===== src/sv/mltc_pkg.sv =====
package mltc_pkg;

    localparam int TIME_BITS       = 32;
    localparam int RATIO_FRAC_BITS = 8;
    localparam int HOLD_W          = 16;
    localparam int RATIO_W         = 12;
    localparam int CAP_W           = 8;
    localparam int LVL_W           = 2;
    localparam int ACT_W           = 9;
    localparam int ACTION_W        = 3;
    localparam int CFG_IDX_W       = 3;
    localparam int CFG_DATA_W      = 16;
    localparam int MUL1_W          = HOLD_W + RATIO_W;
    localparam int PROD_W          = MUL1_W + CAP_W;
    localparam int PC_W            = 4;
    localparam int DIV3_SHIFT      = 17;
    localparam int DIV3_PROD_W     = HOLD_W + DIV3_SHIFT;

    localparam logic [DIV3_SHIFT-1:0] DIV3_MUL   = DIV3_SHIFT'(43691);
    localparam logic [PROD_W:0]       ROUND_HALF = (PROD_W+1)'(1) << (RATIO_FRAC_BITS - 1);
    localparam logic [ACT_W-1:0]      ACT_MAX    = ACT_W'(256);

    localparam logic [ACTION_W-1:0] ACT_TICK   = 3'd0;
    localparam logic [ACTION_W-1:0] ACT_MOTION = 3'd1;
    localparam logic [ACTION_W-1:0] ACT_AUTO   = 3'd2;
    localparam logic [ACTION_W-1:0] ACT_ON     = 3'd3;
    localparam logic [ACTION_W-1:0] ACT_OFF    = 3'd4;

    localparam logic [CFG_IDX_W-1:0] CFG_HOLD_TIME      = 3'd0;
    localparam logic [CFG_IDX_W-1:0] CFG_ACTIVITY_RATIO = 3'd1;
    localparam logic [CFG_IDX_W-1:0] CFG_ACTIVITY_CAP   = 3'd2;
    localparam logic [CFG_IDX_W-1:0] CFG_RECALL_RATIO   = 3'd3;
    localparam logic [CFG_IDX_W-1:0] CFG_RECALL_WINDOW  = 3'd4;
    localparam logic [CFG_IDX_W-1:0] CFG_ENERGY_LEVEL   = 3'd5;

    localparam logic [HOLD_W-1:0]  HOLD_TIME_RESET      = 16'd60000;
    localparam logic [RATIO_W-1:0] ACTIVITY_RATIO_RESET = 12'd205;
    localparam logic [CAP_W-1:0]   ACTIVITY_CAP_RESET   = 8'd2;
    localparam logic [RATIO_W-1:0] RECALL_RATIO_RESET   = 12'd563;
    localparam logic [HOLD_W-1:0]  RECALL_WINDOW_RESET  = 16'd2000;
    localparam logic [LVL_W-1:0]   ENERGY_LEVEL_RESET   = 2'd0;

    typedef logic [TIME_BITS-1:0] t_time;
    typedef logic [PC_W-1:0]      t_pc;

    typedef enum logic [3:0] {
        OP_NOP,
        OP_DIV,
        OP_NEXT,
        OP_MULR,
        OP_CLAMP,
        OP_MULA,
        OP_MULC,
        OP_ADDP,
        OP_MAXD,
        OP_TICK,
        OP_AUTO,
        OP_ON,
        OP_OFF,
        OP_EMIT
    } t_op;

    typedef enum logic [2:0] {
        C_NEVER,
        C_ALWAYS,
        C_MANUAL,
        C_NORECALL,
        C_ACT0
    } t_cond;

    typedef enum logic {
        SEQ_IDLE,
        SEQ_RUN
    } t_seq_state;

    typedef struct packed {
        t_op   op;
        t_cond cond;
        t_pc   target;
        logic  last;
    } t_uword;

    typedef struct packed {
        logic load;
        t_op  op;
    } t_ctrl;

    typedef struct packed {
        logic manual;
        logic norecall;
        logic act0;
        logic out_free;
    } t_stat;

    localparam t_pc PC_EMIT   = 4'd0;
    localparam t_pc PC_MOTION = 4'd1;
    localparam t_pc PC_CLAMP  = 4'd4;
    localparam t_pc PC_ADDP   = 4'd7;
    localparam t_pc PC_MAXD   = 4'd8;
    localparam t_pc PC_TICK   = 4'd9;
    localparam t_pc PC_AUTO   = 4'd10;
    localparam t_pc PC_ON     = 4'd11;
    localparam t_pc PC_OFF    = 4'd12;

    function automatic t_uword urom(input t_pc pc);
        t_uword w;
        w = '{op: OP_EMIT, cond: C_NEVER, target: PC_EMIT, last: 1'b1};
        unique case (pc)
            4'd1:    w = '{op: OP_DIV,   cond: C_MANUAL,   target: PC_EMIT,  last: 1'b0};
            4'd2:    w = '{op: OP_NEXT,  cond: C_NORECALL, target: PC_CLAMP, last: 1'b0};
            4'd3:    w = '{op: OP_MULR,  cond: C_ALWAYS,   target: PC_ADDP,  last: 1'b0};
            4'd4:    w = '{op: OP_CLAMP, cond: C_ACT0,     target: PC_MAXD,  last: 1'b0};
            4'd5:    w = '{op: OP_MULA,  cond: C_NEVER,    target: PC_EMIT,  last: 1'b0};
            4'd6:    w = '{op: OP_MULC,  cond: C_NEVER,    target: PC_EMIT,  last: 1'b0};
            4'd7:    w = '{op: OP_ADDP,  cond: C_NEVER,    target: PC_EMIT,  last: 1'b0};
            4'd8:    w = '{op: OP_MAXD,  cond: C_ALWAYS,   target: PC_EMIT,  last: 1'b0};
            4'd9:    w = '{op: OP_TICK,  cond: C_ALWAYS,   target: PC_EMIT,  last: 1'b0};
            4'd10:   w = '{op: OP_AUTO,  cond: C_ALWAYS,   target: PC_EMIT,  last: 1'b0};
            4'd11:   w = '{op: OP_ON,    cond: C_ALWAYS,   target: PC_EMIT,  last: 1'b0};
            4'd12:   w = '{op: OP_OFF,   cond: C_ALWAYS,   target: PC_EMIT,  last: 1'b0};
            default: w = '{op: OP_EMIT,  cond: C_NEVER,    target: PC_EMIT,  last: 1'b1};
        endcase
        return w;
    endfunction

    function automatic t_pc entry_pc(input logic [ACTION_W-1:0] action);
        t_pc pc;
        pc = PC_EMIT;
        unique case (action)
            ACT_TICK:   pc = PC_TICK;
            ACT_MOTION: pc = PC_MOTION;
            ACT_AUTO:   pc = PC_AUTO;
            ACT_ON:     pc = PC_ON;
            ACT_OFF:    pc = PC_OFF;
            default:    pc = PC_EMIT;
        endcase
        return pc;
    endfunction

endpackage


===== src/sv/mltc_in_if.sv =====
interface mltc_in_if;
    logic                         valid;
    logic                         ready;
    logic [mltc_pkg::ACTION_W-1:0] action;
    logic [31:0]                  now_ms;

    modport source (output valid, output action, output now_ms, input ready);
    modport sink (input valid, input action, input now_ms, output ready);
endinterface


===== src/sv/mltc_out_if.sv =====
interface mltc_out_if;
    logic                      valid;
    logic                      ready;
    logic                      lamp_on;
    logic                      auto_mode;
    logic [31:0]               off_deadline;
    logic [mltc_pkg::ACT_W-1:0] activity_count;

    modport source (output valid, output lamp_on, output auto_mode, output off_deadline,
                    output activity_count, input ready);
    modport sink (input valid, input lamp_on, input auto_mode, input off_deadline,
                  input activity_count, output ready);
endinterface


===== src/sv/mltc_seq.sv =====
module mltc_seq (
    input  logic                          i_clk,
    input  logic                          i_rst_n,
    input  logic                          i_start,
    input  logic [mltc_pkg::ACTION_W-1:0] i_action,
    input  mltc_pkg::t_stat               i_stat,
    output mltc_pkg::t_ctrl               o_ctrl,
    output logic                          o_ready
);
    import mltc_pkg::*;

    t_seq_state r_state, n_state;
    t_pc        r_pc, n_pc;
    t_uword     w;
    logic       jump;

    assign w = urom(r_pc);

    always_comb begin
        unique case (w.cond)
            C_NEVER:    jump = 1'b0;
            C_ALWAYS:   jump = 1'b1;
            C_MANUAL:   jump = i_stat.manual;
            C_NORECALL: jump = i_stat.norecall;
            C_ACT0:     jump = i_stat.act0;
            default:    jump = 1'b0;
        endcase
    end

    always_comb begin
        n_state = r_state;
        n_pc    = r_pc;
        unique case (r_state)
            SEQ_IDLE: begin
                if (i_start) begin
                    n_state = SEQ_RUN;
                    n_pc    = entry_pc(i_action);
                end
            end
            SEQ_RUN: begin
                if (w.last) begin
                    if (i_stat.out_free) begin
                        n_state = SEQ_IDLE;
                    end
                end else begin
                    n_pc = jump ? w.target : r_pc + t_pc'(1);
                end
            end
            default: n_state = SEQ_IDLE;
        endcase
    end

    always_comb begin
        o_ready     = 1'b0;
        o_ctrl.load = 1'b0;
        o_ctrl.op   = OP_NOP;
        unique case (r_state)
            SEQ_IDLE: begin
                o_ready     = 1'b1;
                o_ctrl.load = i_start;
            end
            SEQ_RUN: begin
                if (!w.last || i_stat.out_free) begin
                    o_ctrl.op = w.op;
                end
            end
            default: o_ready = 1'b0;
        endcase
    end

    always_ff @(posedge i_clk) begin
        if (!i_rst_n) begin
            r_state <= SEQ_IDLE;
            r_pc    <= PC_EMIT;
        end else begin
            r_state <= n_state;
            r_pc    <= n_pc;
        end
    end

endmodule


===== src/sv/mltc_dp.sv =====
module mltc_dp (
    input  logic                            i_clk,
    input  logic                            i_rst_n,
    input  logic                            i_cfg_we,
    input  logic [mltc_pkg::CFG_IDX_W-1:0]  i_cfg_idx,
    input  logic [mltc_pkg::CFG_DATA_W-1:0] i_cfg_data,
    input  mltc_pkg::t_ctrl                 i_ctrl,
    input  logic [31:0]                     i_now_ms,
    input  logic                            i_out_ready,
    output mltc_pkg::t_stat                 o_stat,
    output logic                            o_out_valid,
    output logic                            o_lamp_on,
    output logic                            o_auto_mode,
    output logic [31:0]                     o_off_deadline,
    output logic [mltc_pkg::ACT_W-1:0]      o_activity_count
);
    import mltc_pkg::*;

    logic [HOLD_W-1:0]  r_hold, r_window;
    logic [RATIO_W-1:0] r_act_ratio, r_rec_ratio;
    logic [CAP_W-1:0]   r_cap;
    logic [LVL_W-1:0]   r_level;

    logic               r_auto, n_auto;
    logic               r_relay, n_relay;
    t_time              r_deadline, n_deadline;
    t_time              r_last_off, n_last_off;
    logic               r_last_valid, n_last_valid;
    logic [ACT_W-1:0]   r_activity, n_activity;

    t_time              r_now;
    logic [HOLD_W-1:0]  r_base, n_base;
    t_time              r_next, n_next;
    logic [PROD_W-1:0]  r_prod, n_prod;

    logic               r_out_valid;
    logic               r_out_relay, r_out_auto;
    logic [31:0]        r_out_deadline;
    logic [ACT_W-1:0]   r_out_activity;

    logic [DIV3_PROD_W-1:0] div3_prod;
    logic [PROD_W:0]        rnd_sum;
    t_time                  rounded;
    t_time                  since_off;
    logic                   tick_expired;
    logic                   out_free;

    assign div3_prod    = r_hold * DIV3_MUL;
    assign rnd_sum      = {1'b0, r_prod} + ROUND_HALF;
    assign rounded      = TIME_BITS'(rnd_sum[PROD_W:RATIO_FRAC_BITS]);
    assign since_off    = r_now - r_last_off;
    assign tick_expired = r_auto && (r_deadline != '0) && (r_now > r_deadline);
    assign out_free     = !r_out_valid || i_out_ready;

    assign o_stat.manual   = !r_auto;
    assign o_stat.norecall = !(r_last_valid && (since_off < TIME_BITS'(r_window)));
    assign o_stat.act0     = (r_activity == '0);
    assign o_stat.out_free = out_free;

    always_comb begin
        unique case (r_level)
            2'd0:    n_base = r_hold;
            2'd1:    n_base = r_hold >> 1;
            2'd2:    n_base = HOLD_W'(div3_prod >> DIV3_SHIFT);
            2'd3:    n_base = r_hold >> 2;
            default: n_base = r_hold;
        endcase
    end

    always_comb begin
        n_auto       = r_auto;
        n_relay      = r_relay;
        n_deadline   = r_deadline;
        n_last_off   = r_last_off;
        n_last_valid = r_last_valid;
        n_activity   = r_activity;
        n_next       = r_next;
        n_prod       = r_prod;
        unique case (i_ctrl.op)
            OP_NEXT: n_next = r_now + TIME_BITS'(r_base);
            OP_MULR: n_prod = PROD_W'(r_base * r_rec_ratio);
            OP_CLAMP: begin
                if (r_activity > ACT_W'(r_cap)) begin
                    n_activity = ACT_W'(r_cap);
                end
            end
            OP_MULA: n_prod = PROD_W'(r_base * r_act_ratio);
            OP_MULC: n_prod = r_prod[MUL1_W-1:0] * r_activity[CAP_W-1:0];
            OP_ADDP: n_next = r_next + rounded;
            OP_MAXD: begin
                if (r_next > r_deadline) begin
                    n_deadline = r_next;
                end
                if (r_activity < ACT_MAX) begin
                    n_activity = r_activity + ACT_W'(1);
                end
                n_relay = 1'b1;
            end
            OP_TICK: begin
                if (tick_expired) begin
                    n_relay      = 1'b0;
                    n_activity   = '0;
                    n_deadline   = '0;
                    n_last_off   = r_now;
                    n_last_valid = 1'b1;
                end
            end
            OP_AUTO: begin
                n_auto       = 1'b1;
                n_relay      = 1'b0;
                n_activity   = '0;
                n_deadline   = '0;
                n_last_off   = r_now;
                n_last_valid = 1'b1;
            end
            OP_ON: begin
                n_deadline = '0;
                n_relay    = 1'b1;
                n_auto     = 1'b0;
            end
            OP_OFF: begin
                n_deadline = '0;
                n_relay    = 1'b0;
                n_auto     = 1'b0;
            end
            default: begin
            end
        endcase
    end

    always_ff @(posedge i_clk) begin
        if (!i_rst_n) begin
            r_hold       <= HOLD_TIME_RESET;
            r_act_ratio  <= ACTIVITY_RATIO_RESET;
            r_cap        <= ACTIVITY_CAP_RESET;
            r_rec_ratio  <= RECALL_RATIO_RESET;
            r_window     <= RECALL_WINDOW_RESET;
            r_level      <= ENERGY_LEVEL_RESET;
            r_auto       <= 1'b1;
            r_relay      <= 1'b0;
            r_deadline   <= '0;
            r_last_off   <= '0;
            r_last_valid <= 1'b0;
            r_activity   <= '0;
            r_out_valid  <= 1'b0;
        end else begin
            if (i_cfg_we) begin
                unique case (i_cfg_idx)
                    CFG_HOLD_TIME:      r_hold      <= i_cfg_data;
                    CFG_ACTIVITY_RATIO: r_act_ratio <= i_cfg_data[RATIO_W-1:0];
                    CFG_ACTIVITY_CAP:   r_cap       <= i_cfg_data[CAP_W-1:0];
                    CFG_RECALL_RATIO:   r_rec_ratio <= i_cfg_data[RATIO_W-1:0];
                    CFG_RECALL_WINDOW:  r_window    <= i_cfg_data;
                    CFG_ENERGY_LEVEL:   r_level     <= i_cfg_data[LVL_W-1:0];
                    default: begin
                    end
                endcase
            end
            r_auto       <= n_auto;
            r_relay      <= n_relay;
            r_deadline   <= n_deadline;
            r_last_off   <= n_last_off;
            r_last_valid <= n_last_valid;
            r_activity   <= n_activity;
            if (i_ctrl.op == OP_EMIT) begin
                r_out_valid <= 1'b1;
            end else if (i_out_ready) begin
                r_out_valid <= 1'b0;
            end
        end
    end

    always_ff @(posedge i_clk) begin
        if (i_ctrl.load) begin
            r_now <= TIME_BITS'(i_now_ms);
        end
        if (i_ctrl.op == OP_DIV) begin
            r_base <= n_base;
        end
        r_next <= n_next;
        r_prod <= n_prod;
        if (i_ctrl.op == OP_EMIT) begin
            r_out_relay    <= r_relay;
            r_out_auto     <= r_auto;
            r_out_deadline <= 32'(r_deadline);
            r_out_activity <= r_activity;
        end
    end

    assign o_out_valid      = r_out_valid;
    assign o_lamp_on        = r_out_relay;
    assign o_auto_mode      = r_out_auto;
    assign o_off_deadline   = r_out_deadline;
    assign o_activity_count = r_out_activity;

endmodule


===== src/sv/motion_light_timeout_controller_unit.sv =====
// Motion light timeout controller. Each input beat carries an action (tick, motion, auto,
// on or off button) and a millisecond timestamp, and yields exactly one output beat with
// the relay state, mode, off deadline (0 means none) and activity count after the action.
// A small control program in a read-only table steps a shared datapath. A button, a tick
// or a manual-mode motion runs one step before the result step, an undefined action only
// the result step; in an auto-mode motion the hold-time divide, up to two multiplies and
// the rounding add each take one step. A new beat is taken only once the previous program ends,
// even while the previous result waits downstream; its result step then holds until the
// output register is free. Configuration registers (index 0 hold time, 1 activity ratio,
// 2 activity cap, 3 recall ratio, 4 recall window, 5 energy level) are written through the
// plain write port; the user must do so only while the block is idle (not enforced here).
module motion_light_timeout_controller_unit (
    input  logic                            i_clk,
    input  logic                            i_rst_n,
    input  logic                            i_cfg_we,
    input  logic [mltc_pkg::CFG_IDX_W-1:0]  i_cfg_idx,
    input  logic [mltc_pkg::CFG_DATA_W-1:0] i_cfg_data,
    mltc_in_if.sink                         i_in,
    mltc_out_if.source                      o_out
);
    import mltc_pkg::*;

    t_ctrl ctrl;
    t_stat stat;
    logic  seq_ready;

    assign i_in.ready = seq_ready;

    mltc_seq u_seq (
        .i_clk    (i_clk),
        .i_rst_n  (i_rst_n),
        .i_start  (i_in.valid),
        .i_action (i_in.action),
        .i_stat   (stat),
        .o_ctrl   (ctrl),
        .o_ready  (seq_ready)
    );

    mltc_dp u_dp (
        .i_clk            (i_clk),
        .i_rst_n          (i_rst_n),
        .i_cfg_we         (i_cfg_we),
        .i_cfg_idx        (i_cfg_idx),
        .i_cfg_data       (i_cfg_data),
        .i_ctrl           (ctrl),
        .i_now_ms         (i_in.now_ms),
        .i_out_ready      (o_out.ready),
        .o_stat           (stat),
        .o_out_valid      (o_out.valid),
        .o_lamp_on        (o_out.lamp_on),
        .o_auto_mode      (o_out.auto_mode),
        .o_off_deadline   (o_out.off_deadline),
        .o_activity_count (o_out.activity_count)
    );

endmodule


===== src/flat_wrapper.sv =====
// flat-port wrapper written by rule: the top's interface ports become plain ports
module motion_light_timeout_controller_unit_flat import mltc_pkg::*;
  (i_clk, i_rst_n, i_cfg_we, i_cfg_idx, i_cfg_data, i_in_valid, i_in_action, i_in_now_ms, i_in_ready, o_out_valid, o_out_lamp_on, o_out_auto_mode, o_out_off_deadline, o_out_activity_count, o_out_ready);
  mltc_in_if i_in_i ();
  mltc_out_if o_out_i ();
  input  logic i_clk;
  input  logic i_rst_n;
  input  logic i_cfg_we;
  input  logic [mltc_pkg::CFG_IDX_W-1:0] i_cfg_idx;
  input  logic [mltc_pkg::CFG_DATA_W-1:0] i_cfg_data;
  input wire logic [$bits(i_in_i.valid)-1:0] i_in_valid;
  input wire logic [$bits(i_in_i.action)-1:0] i_in_action;
  input wire logic [$bits(i_in_i.now_ms)-1:0] i_in_now_ms;
  output wire logic [$bits(i_in_i.ready)-1:0] i_in_ready;
  output wire logic [$bits(o_out_i.valid)-1:0] o_out_valid;
  output wire logic [$bits(o_out_i.lamp_on)-1:0] o_out_lamp_on;
  output wire logic [$bits(o_out_i.auto_mode)-1:0] o_out_auto_mode;
  output wire logic [$bits(o_out_i.off_deadline)-1:0] o_out_off_deadline;
  output wire logic [$bits(o_out_i.activity_count)-1:0] o_out_activity_count;
  input wire logic [$bits(o_out_i.ready)-1:0] o_out_ready;
  assign i_in_i.valid = i_in_valid;
  assign i_in_i.action = i_in_action;
  assign i_in_i.now_ms = i_in_now_ms;
  assign i_in_ready = i_in_i.ready;
  assign o_out_valid = o_out_i.valid;
  assign o_out_lamp_on = o_out_i.lamp_on;
  assign o_out_auto_mode = o_out_i.auto_mode;
  assign o_out_off_deadline = o_out_i.off_deadline;
  assign o_out_activity_count = o_out_i.activity_count;
  assign o_out_i.ready = o_out_ready;
  motion_light_timeout_controller_unit u_core (.i_clk(i_clk), .i_rst_n(i_rst_n), .i_cfg_we(i_cfg_we), .i_cfg_idx(i_cfg_idx), .i_cfg_data(i_cfg_data), .i_in(i_in_i), .o_out(o_out_i));
endmodule

===== config.mk =====
export PLATFORM = sky130hd
export DESIGN_NAME = motion_light_timeout_controller_unit_flat
export DESIGN_NICKNAME = d
export VERILOG_FILES = /design/src/sv/mltc_pkg.sv /design/src/sv/mltc_in_if.sv /design/src/sv/mltc_out_if.sv /design/src/sv/mltc_seq.sv /design/src/sv/mltc_dp.sv /design/src/sv/motion_light_timeout_controller_unit.sv /design/src/flat_wrapper.sv
export SDC_FILE = /design/constraint.sdc
export NUM_CORES = 2
export LEC_CHECK = 0
export BUFFER_PORTS_ARGS = -buffer_cell sky130_fd_sc_hd__buf_2
export CAP_MARGIN = 20
export CORE_AREA = 10 10 328 330
export DETAILED_ROUTE_END_ITERATION = 10
export DIE_AREA = 0 0 338 340
export SLEW_MARGIN = 0
export SYNTH_ARGS = -nofsm -noshare
export SYNTH_HDL_FRONTEND = slang
export SYNTH_SLANG_ARGS = --single-unit

===== constraint.sdc =====
create_clock -name i_clk -period 17.2 [get_ports i_clk]
set_input_delay 1.72 -clock i_clk [delete_from_list [all_inputs] [get_ports i_clk]]
set_output_delay 1.72 -clock i_clk [all_outputs]
set_load 0.05 [all_outputs]

==> impl_metrics.py <==
metrics = {
    "outcome": {
        "status": "completed",
    },
    "cts": {
        "cts_hold_buf": 0,
        "cts_inserted_buffers": 39,
        "post_cts_buffers": 0,
        "clk-insertion-delay-late_ns": 0.59,
        "clock-sinks": 317,
        "root_buffer": "clkbuf_16",
        "cts_tree": "done",
        "post_cts_resized": 0,
        "clk_pin_slew_worst_paths_ns": 0.06,
        "h-tree-depth": 2,
        "clockBufferDepth": 3,
    },
    "route": {
        "drtPass1Iterations": 8,
        "ant_nets": 0,
        "wl_mm": 115,
        "wl_per_cell_um": 18.8,
        "dr_total_vias": 32500,
        "first_iter_violations": 2072,
        "viasPerCell": 5.33,
        "drc_errors": 0,
    },
    "sta": {
        "setup_tns_ns": 0,
        "finalSetupViolCount": 0,
        "max_freq_ghz": 0.138,
        "timing.final.crit_share_pct": 42.0,
        "rsz0062_at_grt": "false",
        "finalHoldViolations": 0,
        "min_period_ns": 7.23,
        "drv_slew": 0,
        "relSlewSlack_pct": 25.2,
        "tightest_slew_ns": 1.12,
        "clock_skew_ns": 0.0395,
        "hold_ws_ns": 0.455,
        "fin_ws_ns": 9.97,
    },
    "logic_synthesis": {
        "syn_nets": 5760,
        "seq_area_frac_synth_pct": 18.9,
        "syn_inst": 4696,
        "synth_enable_flop_cells": 159,
        "synth_top_area_share_pct": 24.8,
        "synth_area_leaders": "fa_1 25%, ha_1 14%, edfxtp_1 11%",
        "postSynth.asyncResetShare_pct": 0,
        "synthFlopType": "edfxtp_1",
        "synth_seq_cells": 317,
        "netlist_area_mm2": 0.0420,
        "synth_area_leader_cell": "fa_1",
        "synthDistinctLibCells": 81,
        "yosysWarningCount": 0,
        "syn_avg_cell_area_um2": 8.94,
    },
    "floorplan": {
        "rows": 117,
        "core_mm2": 0.101,
        "chipHeight_um": 340,
        "dieArea_mm2": 0.115,
        "initial_utilization_pct": 41.5,
        "die_x_um": 338,
        "ios": 104,
    },
    "critical_path": {
        "slowest_delay_ns": 1.05,
        "crit_required_ns": 17.48,
        "critPathArrivalTime_ns": 7.51,
        "cp_slowest_cell": "edfxtp_1",
        "crit_fanout": 25,
        "crit_family": "adder cells",
        "cp-end-kind": "flop",
        "cp_num_buf_inv": 2,
        "crit_type": "reg2reg",
        "path_cells": "and2_1 > fa_1 > fa_1 > fa_1 > inv_1 > fa_1 > inv_1 > fa_1 > ha_1 > a21o_1 > a21o_1 > a21oi_1 > o21ai_0 > a2111oi_0 > o21bai_1 > a211oi_1 > o21bai_1 > a21oi_1 > xnor2_1 > a22oi_1 > o21ai_0",
        "cp-start-kind": "flop",
        "cpMostUsedCell": "fa_1",
    },
    "power": {
        "pwr-share-clk_pct": 24.6,
        "p_leak_nw": 20.4,
        "switching_share_pct": 41.8,
        "p_int_mw": 2.04,
        "vdd_drop_max_v": 0.0000694,
        "p_seq_share_pct": 26.7,
        "comb_power_share_pct": 48.8,
        "p_sw_mw": 1.47,
        "p_per_area_mw_per_mm2": 77.6,
    },
    "cells_and_area": {
        "fillers": 9945,
        "drive_gt1_share_pct": 5.67,
        "area_growth_syn_to_layout_pct": 7.59,
        "final_cells": 6092,
        "nNetsFinal": 5757,
        "diodes": 0,
        "utilization_pct": 44.7,
    },
    "worst_hold_path": {
        "min_path_type": "reg2reg",
    },
    "placed_design": {
        "detailedPlacementHpwl_mm": 90.4,
        "numPortBuffers": 103,
        "gp_congestion": 0.903,
        "place_ws_ns": 10.05,
        "placed_cells": 6020,
    },
    "grt": {
        "grt_pass1_vias": 33500,
        "grt_pass1_wl_mm": 185,
        "grt_usage_pct": 20.1,
        "antenna_found_initial": 2,
        "grt-ovfl-total": 0,
        "grt_max_degree": 81,
    },
    "flow_run": {
        "drv_cap": 0,
    },
}
-- power groups by stage --
stage / sequential, mW / combinational (mW) / clock (mW)
6_report: 0.935 / 1.71 / 0.862
5_1_grt: 0.941 / 1.94 / 0.904
2_1_floorplan: 0.936 / 1.22 / 0
3_5_place_dp: 0.950 / 1.69 / 0
3_3_place_gp: 0.950 / 1.69 / 0
4_1_cts: 0.934 / 1.71 / 0.876
-- tightest hold or removal path, cell delays in order, from the launching register on --
cell and delay (ns):
dfxtp_1 0.31, nand2_1 0.05, a21oi_1 0.05
-- flip-flops by register name (all words and copies together) (netlist names), 12 cells and up --
register,flops
u_core.u_dp.r_prod,36
u_core.u_dp.o_off_deadline,32
u_core.u_dp.r_deadline,32
u_core.u_dp.r_last_off,32
u_core.u_dp.r_next,32
u_core.u_dp.r_now,32
u_core.u_dp.r_base,16
u_core.u_dp.r_hold,16
u_core.u_dp.r_window,16
u_core.u_dp.r_act_ratio,12
u_core.u_dp.r_rec_ratio,12
-- per-layer routing --
metal,vias to the layer above,GRT usage (%),wire length [um]
li1,15300,-,-
met1,16100,27.5,50800
met2,904,32.9,52700
met3,169,3.14,8050
met4,4,5.42,3190
met5,-,0,26
-- cells in the mapped netlist (39+ instances only) --
cell type	count
xor2_1	76
nand3_1	69
fa_1	521
xnor2_1	116
edfxtp_1	159
nor3_1	54
nor2_1	180
and2_1	211
a21oi_1	227
inv_1	755
clkbuf_1	175
a21o_1	70
o21a_1	46
dfxtp_1	158
nand2_1	741
nand4_1	39
o21ai_0	116
mux2i_1	78
ha_1	484
-- cells by family (layout without fill, tap and decap cells) --
logic type	after synthesis	after routing	synth area share, %
AO/OA/AOI/OAI	685	685	10.6
XOR/XNOR	193	193	4.04
adder cells (fa/ha/maj)	1005	1005	39.3
buffers and inverters	944	972	8.46
flip-flops	317	317	18.9
multiplexers	94	94	2.66
AND/OR/NAND/NOR	1458	1458	16.1
-- area by class of cell --
cell class | instances | area, um2 | area share (%)
Multi-Input combinational cell | 3435 | 30500 | 67.6
Tap cell | 1368 | 1710 | 3.79
Clock inverter | 20 | 205 | 0.454
Timing Repair Buffer | 143 | 816 | 1.81
Sequential cell | 317 | 7940 | 17.6
Clock buffer | 52 | 1120 | 2.47
Inverter | 757 | 2840 | 6.29
-- stage by stage --
stage,instance area (um2),total power [mW]
floorplan,42000,2.16
global placement,43800,2.64
CTS,45200,3.52
detailed placement,43800,2.64
global route,45200,3.78
finish,45200,3.51
-- worst paths after layout --
| check | startpoint | endpoint | slack, ns | cells past startpoint |
|---|---|---|---|---|
| worst min-delay path | u_core.u_dp.r_window[2]$_SDFFE_PN0P_ | u_core.u_dp.r_window[2]$_SDFFE_PN0P_ | 0.45 | 2 |
| worst max-delay path | u_core.u_dp.r_base[3]$_DFFE_PN_ | u_core.u_dp.r_prod[24]$_DFFE_PP_ | 9.97 | 21 |
| worst min register to register | u_core.u_dp.r_window[2]$_SDFFE_PN0P_ | u_core.u_dp.r_window[2]$_SDFFE_PN0P_ | 0.45 | 2 |
| worst max register to register | u_core.u_dp.r_base[3]$_DFFE_PN_ | u_core.u_dp.r_prod[24]$_DFFE_PP_ | 9.97 | 21 |
-- placed cells by master (no fill, tap or decap), types with 8 or more instances in the layout --
master	instances
a2111oi_0	9
a211o_1	8
a211oi_1	20
a21o_1	70
a21oi_1	226
a22oi_1	22
a31o_2	8
a31oi_1	16
and2_1	211
and3_1	30
buf_2	103
buf_4	40
clkbuf_16	41
dfxtp_1	158
edfxtp_1	159
fa_1	521
ha_1	484
inv_1	755
mux2i_1	78
mux4_2	14
nand2_1	741
nand2b_1	29
nand3_1	69
nand4_1	39
nor2_1	176
nor2b_1	35
nor3_1	53
nor4_1	16
o211ai_1	29
o21a_1	46
o21ai_0	116
o21bai_1	17
o31ai_1	9
or2_2	9
or3_1	12
xnor2_1	116
xor2_1	76
(Power assumes the default switching activity.)
